## src/sv/sva_pkg.sv

```systemverilog
// ----------------------------------------------------------------------------
// sva_pkg
// Shared sizes, request codes and control structs for the voice allocator.
// ----------------------------------------------------------------------------
package sva_pkg;

  // table sizes
  localparam int VOICES   = 16;
  localparam int CHANNELS = 16;

  // derived widths
  localparam int IDX_W = (VOICES > 1) ? $clog2(VOICES) : 1;
  localparam int CNT_W = $clog2(VOICES + 1);

  // fixed field widths
  localparam int TYPE_W     = 3;
  localparam int CHAN_W     = 4;
  localparam int PITCH_W    = 16;
  localparam int LEVEL_W    = 8;
  localparam int VIDX_W     = 4;
  localparam int OCNT_W     = 5;
  localparam int TIME_W     = 32;
  localparam int REL_W      = 24;
  localparam int CHAN_CMP_W = 8;

  // configuration port
  localparam int                 CFG_ADDR_W   = 3;
  localparam int                 CFG_DATA_W   = 32;
  localparam logic [REL_W-1:0]   REL_RESET    = REL_W'(4410);
  localparam logic               REG_RELEASE  = 1'b0;

  // request codes
  typedef enum logic [TYPE_W-1:0] {
    REQ_NONE     = 3'd0,
    REQ_NOTE_ON  = 3'd1,
    REQ_NOTE_OFF = 3'd2,
    REQ_END_ALL  = 3'd3,
    REQ_VOLUME   = 3'd4,
    REQ_TICK     = 3'd5,
    REQ_RSVD6    = 3'd6,
    REQ_RSVD7    = 3'd7
  } req_e;

  // controller to datapath commands
  typedef struct packed {
    logic start;   // capture request, reset scan
    logic step;    // process one voice entry
    logic finish;  // load result register
  } sva_cmd_t;

  // datapath to controller status
  typedef struct packed {
    logic last;    // scan sits on the final voice
  } sva_stat_t;

endpackage

```

## src/sv/synth_voice_allocator_unit.sv

```systemverilog
// ----------------------------------------------------------------------------
// synth_voice_allocator_unit
// Polyphonic voice allocator: note on/off, end all, volume and tick events.
// ----------------------------------------------------------------------------
//  channel | handshake          | payload
//  --------+--------------------+-------------------------------------------
//  in      | in_valid/in_stall  | req_type, channel, pitch, level
//  out     | out_valid/out_stall| status, voice_index, voices_touched,
//          |                    | active_voices
//  cfg     | APB psel/penable   | release_samples at byte address 0
//
//  each event captures the request, then reads and updates one voice table
//  entry per cycle, and finally loads the result register.
//  a finished result sits in the output register; the next event is taken
//  while it waits, and the load stalls only if the old result is still held.
//  synchronous active-low reset clears all voice flags, the sample counter
//  and sets release_samples to 4410.
// ----------------------------------------------------------------------------
module synth_voice_allocator_unit import sva_pkg::*; (
  input  logic                  clk,
  input  logic                  rst_n,
  // request channel
  input  logic                  in_valid,
  output logic                  in_stall,
  input  logic [TYPE_W-1:0]     in_req_type,
  input  logic [CHAN_W-1:0]     in_channel,
  input  logic [PITCH_W-1:0]    in_pitch,
  input  logic [LEVEL_W-1:0]    in_level,
  // result channel
  output logic                  out_valid,
  input  logic                  out_stall,
  output logic                  out_status,
  output logic [VIDX_W-1:0]     out_voice_index,
  output logic [OCNT_W-1:0]     out_voices_touched,
  output logic [OCNT_W-1:0]     out_active_voices,
  // configuration port
  input  logic                  psel,
  input  logic                  penable,
  input  logic                  pwrite,
  input  logic [CFG_ADDR_W-1:0] paddr,
  input  logic [CFG_DATA_W-1:0] pwdata,
  output logic [CFG_DATA_W-1:0] prdata,
  output logic                  pready
);

  sva_cmd_t         cmd;
  sva_stat_t        stat;
  logic             rel_we;
  logic [REL_W-1:0] rel_samples;
  logic             reg_sel;

  // register decode, word addressed
  assign pready  = 1'b1;
  assign reg_sel = (paddr[CFG_ADDR_W-1:2] == REG_RELEASE) && (paddr[1:0] == 2'b00);
  assign rel_we  = psel && penable && pwrite && pready &&
                   (paddr[CFG_ADDR_W-1:2] == REG_RELEASE);
  assign prdata  = reg_sel ? CFG_DATA_W'(rel_samples) : '0;

  sva_ctrl u_ctrl (
    .clk       (clk),
    .rst_n     (rst_n),
    .in_valid  (in_valid),
    .in_stall  (in_stall),
    .out_valid (out_valid),
    .out_stall (out_stall),
    .cmd       (cmd),
    .stat      (stat)
  );

  sva_dp u_dp (
    .clk                (clk),
    .rst_n              (rst_n),
    .cmd                (cmd),
    .stat               (stat),
    .in_req_type        (in_req_type),
    .in_channel         (in_channel),
    .in_pitch           (in_pitch),
    .in_level           (in_level),
    .rel_we             (rel_we),
    .rel_wdata          (pwdata[REL_W-1:0]),
    .rel_samples        (rel_samples),
    .out_status         (out_status),
    .out_voice_index    (out_voice_index),
    .out_voices_touched (out_voices_touched),
    .out_active_voices  (out_active_voices)
  );

endmodule

```

## src/sv/sva_ctrl.sv

```systemverilog
// ----------------------------------------------------------------------------
// sva_ctrl
// Sequencer: accepts a request, walks the voice table, hands off the result.
// ----------------------------------------------------------------------------
module sva_ctrl import sva_pkg::*; (
  input  logic      clk,
  input  logic      rst_n,
  input  logic      in_valid,
  output logic      in_stall,
  output logic      out_valid,
  input  logic      out_stall,
  output sva_cmd_t  cmd,
  input  sva_stat_t stat
);

  typedef enum logic [1:0] {
    S_IDLE,
    S_SCAN,
    S_FINISH
  } state_t;

  state_t state_r, state_nxt;
  logic   out_valid_r, out_valid_nxt;

  // result register free or draining this cycle
  logic out_free;
  assign out_free = !out_valid_r || !out_stall;

  // commands
  always_comb begin
    cmd.start  = (state_r == S_IDLE) && in_valid;
    cmd.step   = (state_r == S_SCAN);
    cmd.finish = (state_r == S_FINISH) && out_free;
  end

  // next state
  always_comb begin
    state_nxt     = state_r;
    out_valid_nxt = out_valid_r;
    if (out_valid_r && !out_stall) begin
      out_valid_nxt = 1'b0;
    end
    unique case (state_r)
      S_IDLE: begin
        if (in_valid) begin
          state_nxt = S_SCAN;
        end
      end
      S_SCAN: begin
        if (stat.last) begin
          state_nxt = S_FINISH;
        end
      end
      S_FINISH: begin
        if (out_free) begin
          state_nxt     = S_IDLE;
          out_valid_nxt = 1'b1;
        end
      end
      default: state_nxt = S_IDLE;
    endcase
  end

  // state and registered outputs
  always_ff @(posedge clk) begin
    if (!rst_n) begin
      state_r     <= S_IDLE;
      out_valid_r <= 1'b0;
    end else begin
      state_r     <= state_nxt;
      out_valid_r <= out_valid_nxt;
    end
  end

  assign in_stall  = (state_r != S_IDLE);
  assign out_valid = out_valid_r;

  // checks
  a_one_at_a_time: assert property (@(posedge clk) disable iff (!rst_n)
    in_valid && !in_stall |=> in_stall)
    else $error("second request taken during a scan");

  a_finish_needs_room: assert property (@(posedge clk) disable iff (!rst_n)
    cmd.finish |-> !out_valid_r || !out_stall)
    else $error("result loaded over a stalled result");

  a_scan_leads_to_finish: assert property (@(posedge clk) disable iff (!rst_n)
    state_r == S_SCAN && stat.last |=> state_r == S_FINISH)
    else $error("scan end did not reach finish");

endmodule

```

## src/sv/sva_dp.sv

```systemverilog
// ----------------------------------------------------------------------------
// sva_dp
// Voice table, sample counter and per-entry update logic, one voice a cycle.
// ----------------------------------------------------------------------------
module sva_dp import sva_pkg::*; (
  input  logic                  clk,
  input  logic                  rst_n,
  input  sva_cmd_t              cmd,
  output sva_stat_t             stat,
  input  logic [TYPE_W-1:0]     in_req_type,
  input  logic [CHAN_W-1:0]     in_channel,
  input  logic [PITCH_W-1:0]    in_pitch,
  input  logic [LEVEL_W-1:0]    in_level,
  input  logic                  rel_we,
  input  logic [REL_W-1:0]      rel_wdata,
  output logic [REL_W-1:0]      rel_samples,
  output logic                  out_status,
  output logic [VIDX_W-1:0]     out_voice_index,
  output logic [OCNT_W-1:0]     out_voices_touched,
  output logic [OCNT_W-1:0]     out_active_voices
);

  // request capture
  req_e                 req_r;
  logic                 chan_ok_r;
  logic [CHAN_W-1:0]    chan_r;
  logic [PITCH_W-1:0]   pitch_r;
  logic [LEVEL_W-1:0]   level_r;

  // scan state
  logic [IDX_W-1:0]     idx_r;
  logic                 found_r;
  logic [IDX_W-1:0]     found_idx_r;
  logic [CNT_W-1:0]     touched_r;
  logic [CNT_W-1:0]     act_cnt_r;

  // voice table
  logic [VOICES-1:0]    active_r;
  logic [VOICES-1:0]    released_r;
  logic [CHAN_W-1:0]    chan_mem  [VOICES];
  logic [PITCH_W-1:0]   pitch_mem [VOICES];
  logic [LEVEL_W-1:0]   vol_mem   [VOICES];
  logic [TIME_W-1:0]    rstart_mem[VOICES];

  logic [TIME_W-1:0]    sample_time_r;
  logic [REL_W-1:0]     rel_r;

  // current entry
  logic                 v_act, v_rel, v_chan_eq, v_pitch_eq, v_expired;
  logic [TIME_W-1:0]    elapsed;
  logic                 hit_on, hit_off, hit_vol, hit_tick, hit;
  logic                 start_chan_ok;

  assign start_chan_ok = (CHAN_CMP_W'(in_channel) < CHAN_CMP_W'(CHANNELS));

  always_comb begin
    v_act      = active_r[idx_r];
    v_rel      = released_r[idx_r];
    v_chan_eq  = (chan_mem[idx_r] == chan_r);
    v_pitch_eq = (pitch_mem[idx_r] == pitch_r);
    elapsed    = sample_time_r - rstart_mem[idx_r];
    v_expired  = (elapsed > TIME_W'(rel_r));
    hit_on     = (req_r == REQ_NOTE_ON) && chan_ok_r && !found_r && !v_act;
    hit_off    = ((req_r == REQ_NOTE_OFF && v_pitch_eq) || req_r == REQ_END_ALL)
                 && chan_ok_r && v_act && !v_rel && v_chan_eq;
    hit_vol    = (req_r == REQ_VOLUME) && chan_ok_r && v_act && v_chan_eq;
    hit_tick   = (req_r == REQ_TICK) && v_act && v_rel && v_expired;
    hit        = hit_on || hit_off || hit_vol || hit_tick;
  end

  assign stat.last = (idx_r == IDX_W'(VOICES - 1));

  // control and flag registers
  always_ff @(posedge clk) begin
    if (!rst_n) begin
      active_r      <= '0;
      released_r    <= '0;
      act_cnt_r     <= '0;
      sample_time_r <= '0;
      rel_r         <= REL_RESET;
      req_r         <= REQ_NONE;
      chan_ok_r     <= 1'b0;
      idx_r         <= '0;
      found_r       <= 1'b0;
      found_idx_r   <= '0;
      touched_r     <= '0;
    end else begin
      if (rel_we) begin
        rel_r <= rel_wdata;
      end
      if (cmd.start) begin
        req_r       <= req_e'(in_req_type);
        chan_ok_r   <= start_chan_ok;
        idx_r       <= '0;
        found_r     <= 1'b0;
        found_idx_r <= '0;
        touched_r   <= '0;
        if (req_e'(in_req_type) == REQ_TICK) begin
          sample_time_r <= sample_time_r + TIME_W'(1);
        end
      end else if (cmd.step) begin
        if (!stat.last) begin
          idx_r <= idx_r + IDX_W'(1);
        end
        if (hit) begin
          touched_r <= touched_r + CNT_W'(1);
        end
        if (hit_on) begin
          active_r[idx_r]   <= 1'b1;
          released_r[idx_r] <= 1'b0;
          found_r           <= 1'b1;
          found_idx_r       <= idx_r;
          act_cnt_r         <= act_cnt_r + CNT_W'(1);
        end
        if (hit_off) begin
          released_r[idx_r] <= 1'b1;
        end
        if (hit_tick) begin
          active_r[idx_r]   <= 1'b0;
          released_r[idx_r] <= 1'b0;
          act_cnt_r         <= act_cnt_r - CNT_W'(1);
        end
      end
    end
  end

  // request payload and voice entry contents
  always_ff @(posedge clk) begin
    if (cmd.start) begin
      chan_r  <= in_channel;
      pitch_r <= in_pitch;
      level_r <= in_level;
    end
    if (cmd.step) begin
      if (hit_on) begin
        chan_mem[idx_r]  <= chan_r;
        pitch_mem[idx_r] <= pitch_r;
      end
      if (hit_on || hit_vol) begin
        vol_mem[idx_r] <= level_r;
      end
      if (hit_off) begin
        rstart_mem[idx_r] <= sample_time_r;
      end
    end
  end

  // result register
  always_ff @(posedge clk) begin
    if (cmd.finish) begin
      out_status         <= (req_r == REQ_NOTE_ON) && chan_ok_r && !found_r;
      out_voice_index    <= VIDX_W'(found_idx_r);
      out_voices_touched <= OCNT_W'(touched_r);
      out_active_voices  <= OCNT_W'(act_cnt_r);
    end
  end

  assign rel_samples = rel_r;

  // checks
  a_count_tracks_flags: assert property (@(posedge clk) disable iff (!rst_n)
    act_cnt_r == CNT_W'($countones(active_r)))
    else $error("active count out of step with voice flags");

  a_released_is_active: assert property (@(posedge clk) disable iff (!rst_n)
    (released_r & ~active_r) == '0)
    else $error("released voice not active");

  a_full_on_failure: assert property (@(posedge clk) disable iff (!rst_n)
    cmd.finish && req_r == REQ_NOTE_ON && chan_ok_r && !found_r |-> &active_r)
    else $error("note on failed while a voice was free");

endmodule

```

## config.mk

```make
export PLATFORM = sky130hd
export DESIGN_NAME = synth_voice_allocator_unit
export DESIGN_NICKNAME = d
export VERILOG_FILES = /design/src/sv/sva_pkg.sv /design/src/sv/synth_voice_allocator_unit.sv /design/src/sv/sva_ctrl.sv /design/src/sv/sva_dp.sv
export SDC_FILE = /design/constraint.sdc
export NUM_CORES = 1
export LEC_CHECK = 0
export BUFFER_PORTS_ARGS = -buffer_cell sky130_fd_sc_hd__buf_2
export CORE_MARGIN = 1.5
export CORE_UTILIZATION = 28
export CTS_CLUSTER_DIAMETER = 40
export DETAILED_ROUTE_END_ITERATION = 6
export PLACE_DENSITY = 0.46
export SYNTH_ARGS = -nofsm -noshare
export SYNTH_HDL_FRONTEND = slang
export SYNTH_SLANG_ARGS = --single-unit
```

## constraint.sdc

```tcl
create_clock -name clk -period 25 [get_ports clk]
set_input_delay 5 -clock clk [delete_from_list [all_inputs] [get_ports clk]]
set_output_delay 5 -clock clk [all_outputs]
set_load 0.05 [all_outputs]
```

==> metrics <==
initial antenna violation count=5; CTS Root Cell=clkbuf_16; Seq pwr share=0.460; CP arrival=about 6 ns; largest net degree at the start of global routing=just under 80; first-pass iteration count of the detailed router=5; critical hold path startpoint=u_dp.found_idx_r[1]$_SDFFE_PP0P_; Crit Path Class=input pin to primary output; Worst R2R End=u_dp.act_cnt_r[4]$_SDFFE_PN0P_; TritonCTS Buffers=~150; sw frac=0.214; Netlist cell types=70; highest clock rate=89.4 MHz; Rows=140; worst min path class=flop to flop; Synth top area share=0.636; global-route wire length before repair=between 150 and 200 mm; Worst VDD drop=45.9 uV; Clock transition at path regs=0.05 ns; Starting Density=0.281; Final Hold Fails=0; drt drc=0; Die X=between 300 and 400 um; Vias=22100; Fill cells=about 14000; placed insts=between 4000 and 5000; worst-path cell chain=buf_2, nor3_2, buf_4, and2_1, buf_2; H-tree levels=4; Detail Placement HPWL=approximately 60 mm; ys async rst share=0; clock sink count=about 990; Post-Route WL=around 110 mm; post-synth top area cell=edfxtp_1; Top FF cell, synth=edfxtp_1; hold worst-path end=u_dp.out_voice_index[1]$_DFFE_PP_; Core ar.=roughly 150000 um^2; Clock power frac=0.517; Post-Syn Instances=2354; # hold bufs at CTS=0; Crit path depth=5; Mapped Area=40900 um^2; critical path buffer and inverter count=3; family with the most delay on the worst path=buffers and inverters; CP most frequent cell=buf_2; final-stage net count=2669; WP data required=around 20 ns; Slew @ Worst Pin=about 1.2 ns; CP peak stage delay=0.42 ns; Max-cap violations=0; syn_area_per_cell=roughly 17 um^2; CTS tree=built; synth top area cells=edfxtp_1, mux4_2, dfxtp_1, ha_1, mux2i_1; diode count=0; I/O pin count=around 120; CP max stage cell=buf_4; CTS max path bufs=3; worst hold path depth=0; Post-Layout Inst Area=about 50000 um^2; P_int=around 3100 uW; share of cells above drive strength 1=0.258; Seq/Total Area, Yosys=0.694; final period utilization=0.447; gr usage total=0.146; Die ar.=between 100000 and 150000 um^2; nature of the critical path endpoint=primary output; final setup vio count=0; Psw=836 uW; area of the multi-input gates=between 10000 and 15000 um^2; Lkg Pwr=approximately 0.016 uW; I/O Buffers=97; placed cell area=between 40000 and 50000 um^2; Layout Cells excl Fill=~4600; R2R Setup Slk=15.19 ns; Yosys Warn Count=0; combinational share of power=0.023; Critical Path Fanout Max=24; Worst setup SP type=input pin; count leader, synth=edfxtp_1; Die Span Y=between 300 and 400 um; final core utilization=0.335; RSZ-0062 raised after global routing=no; outcome=finished clean; PwrDens=roughly 80 nW/um^2; Pins Over Slew Limit=0; Final Skew=approximately 0.032 ns; post-route minimum period=11.18 ns; normalized max-slew margin=0.219; Detail Route Antenna Nets=0; Post CTS Setup Buffer Count=0; gr ovfl total=0; DR WL/cell=between 20 and 25 um; hold slack=~0.43 ns; area delta synth->final=19.1%; Synth top cells by count=edfxtp_1, mux4_2, nand2_1; starting DRC count in detailed routing=between 1500 and 2000; post_cts resized=0; #FFs+latches synth=between 900 and 1000; register cell area after layout=between 20000 and 30000 um^2; FF-to-FF path depth=27; clk_lat worst skew=slightly below 0.8 ns; Final Wtd Congestion=around 0.81; via density per instance=just under 5; vias in the first global route=23200; TNS Setup=0 ns; number of synthesized flops with an enable pin=around 870
per-stage QoR:
stage / worst slack, ns / power [uW]
2_1_floorplan: 13.99 / 1890
3_3_place_gp: 13.81 / 1920
3_5_place_dp: 13.80 / 1920
4_1_cts: 13.79 / 3950
5_1_grt: 13.76 / 4030
6_report: 13.82 / 3900
layout by cell type (no fill, tap or decap), types with 15 or more instances in the layout:
cell type,netlist,routed
edfxtp_1,867,867
mux4_2,238,238
clkbuf_16,0,148
nand2_1,137,137
dfxtp_1,118,114
buf_2,20,96
inv_1,68,68
mux2i_1,67,67
a21oi_1,67,66
ha_1,65,65
xnor2_1,59,59
and2_1,55,55
nor2_1,84,53
o21ai_0,52,52
nand3_1,52,52
buf_4,9,51
xor2_1,31,31
inv_6,0,24
a21boi_0,23,23
nand4_1,20,20
clkbuf_1,68,20
nor2b_1,16,16
nor2_2,0,16
nor2_4,0,15
how the worst max path moves through the flow:
stage / from / to / slack, ns
finish: paddr[1] / prdata[21] / 13.82
global route: paddr[1] / prdata[21] / 13.76
CTS: paddr[1] / prdata[14] / 13.79
detailed placement: paddr[1] / prdata[14] / 13.80
global placement: paddr[1] / prdata[22] / 13.81
floorplan: paddr[1] / prdata[10] / 13.99
metal layers:
| metal | global-route usage | vias up | wire, um |
|---|---|---|---|
| li1 | - | 9720 | - |
| met1 | 0.196 | 11700 | 48600 |
| met4 | 0.0444 | 2 | 2360 |
| met2 | 0.239 | 582 | 51900 |
| met5 | 0 | - | 18 |
| met3 | 0.0274 | 152 | 5110 |
cell type report:
cell class	instances	area share
tap	1917	0.0492
timing repair buffer	147	0.0177
sequential	985	0.583
clock buffer	172	0.0787
multi-input combinational	1181	0.245
clock inverter	94	0.0211
inverter	69	0.00537
power by group through the flow:
stage | Clock [uW] | Combinational (uW) | Sequential [uW]
after floorplan | 0 | 69.3 | 1820
after CTS | 2070 | 92.3 | 1790
after global placement | 0 | 91.2 | 1830
after detailed placement | 0 | 92.2 | 1830
final | 2020 | 89.9 | 1790
after global routing | 2130 | 97.7 | 1790
cells by family (layout without fill, tap and decap cells):
family                     count (synthesis)  after routing  synth area share
AOI/OAI and AO/OA                        265            265            0.0442
DFF                                      985            985             0.694
muxes                                    305            305             0.147
and+or+nand+nor                          445            445            0.0543
adders and majority gates                 67             67            0.0209
other                                      2              9          0.000184
xor gates and xnor gates                  90             90            0.0193
buffers and inverters                    195            482            0.0198
flip-flops by register name (all words and copies together) (netlist names), 2 cells and up, named ones only:
signal,count
u_ctrl.state_r,2
u_dp.act_cnt_r,5
u_dp.active_r,16
u_dp.chan_mem,64
u_dp.chan_r,4
u_dp.found_idx_r,4
u_dp.idx_r,4
u_dp.out_active_voices,5
u_dp.out_voice_index,4
u_dp.out_voices_touched,5
u_dp.pitch_mem,256
u_dp.pitch_r,16
u_dp.rel_samples,24
u_dp.released_r,16
u_dp.req_r,3
u_dp.rstart_mem,512
u_dp.sample_time_r,32
u_dp.touched_r,5
Note: power is estimated with default switching activity, not from simulation.
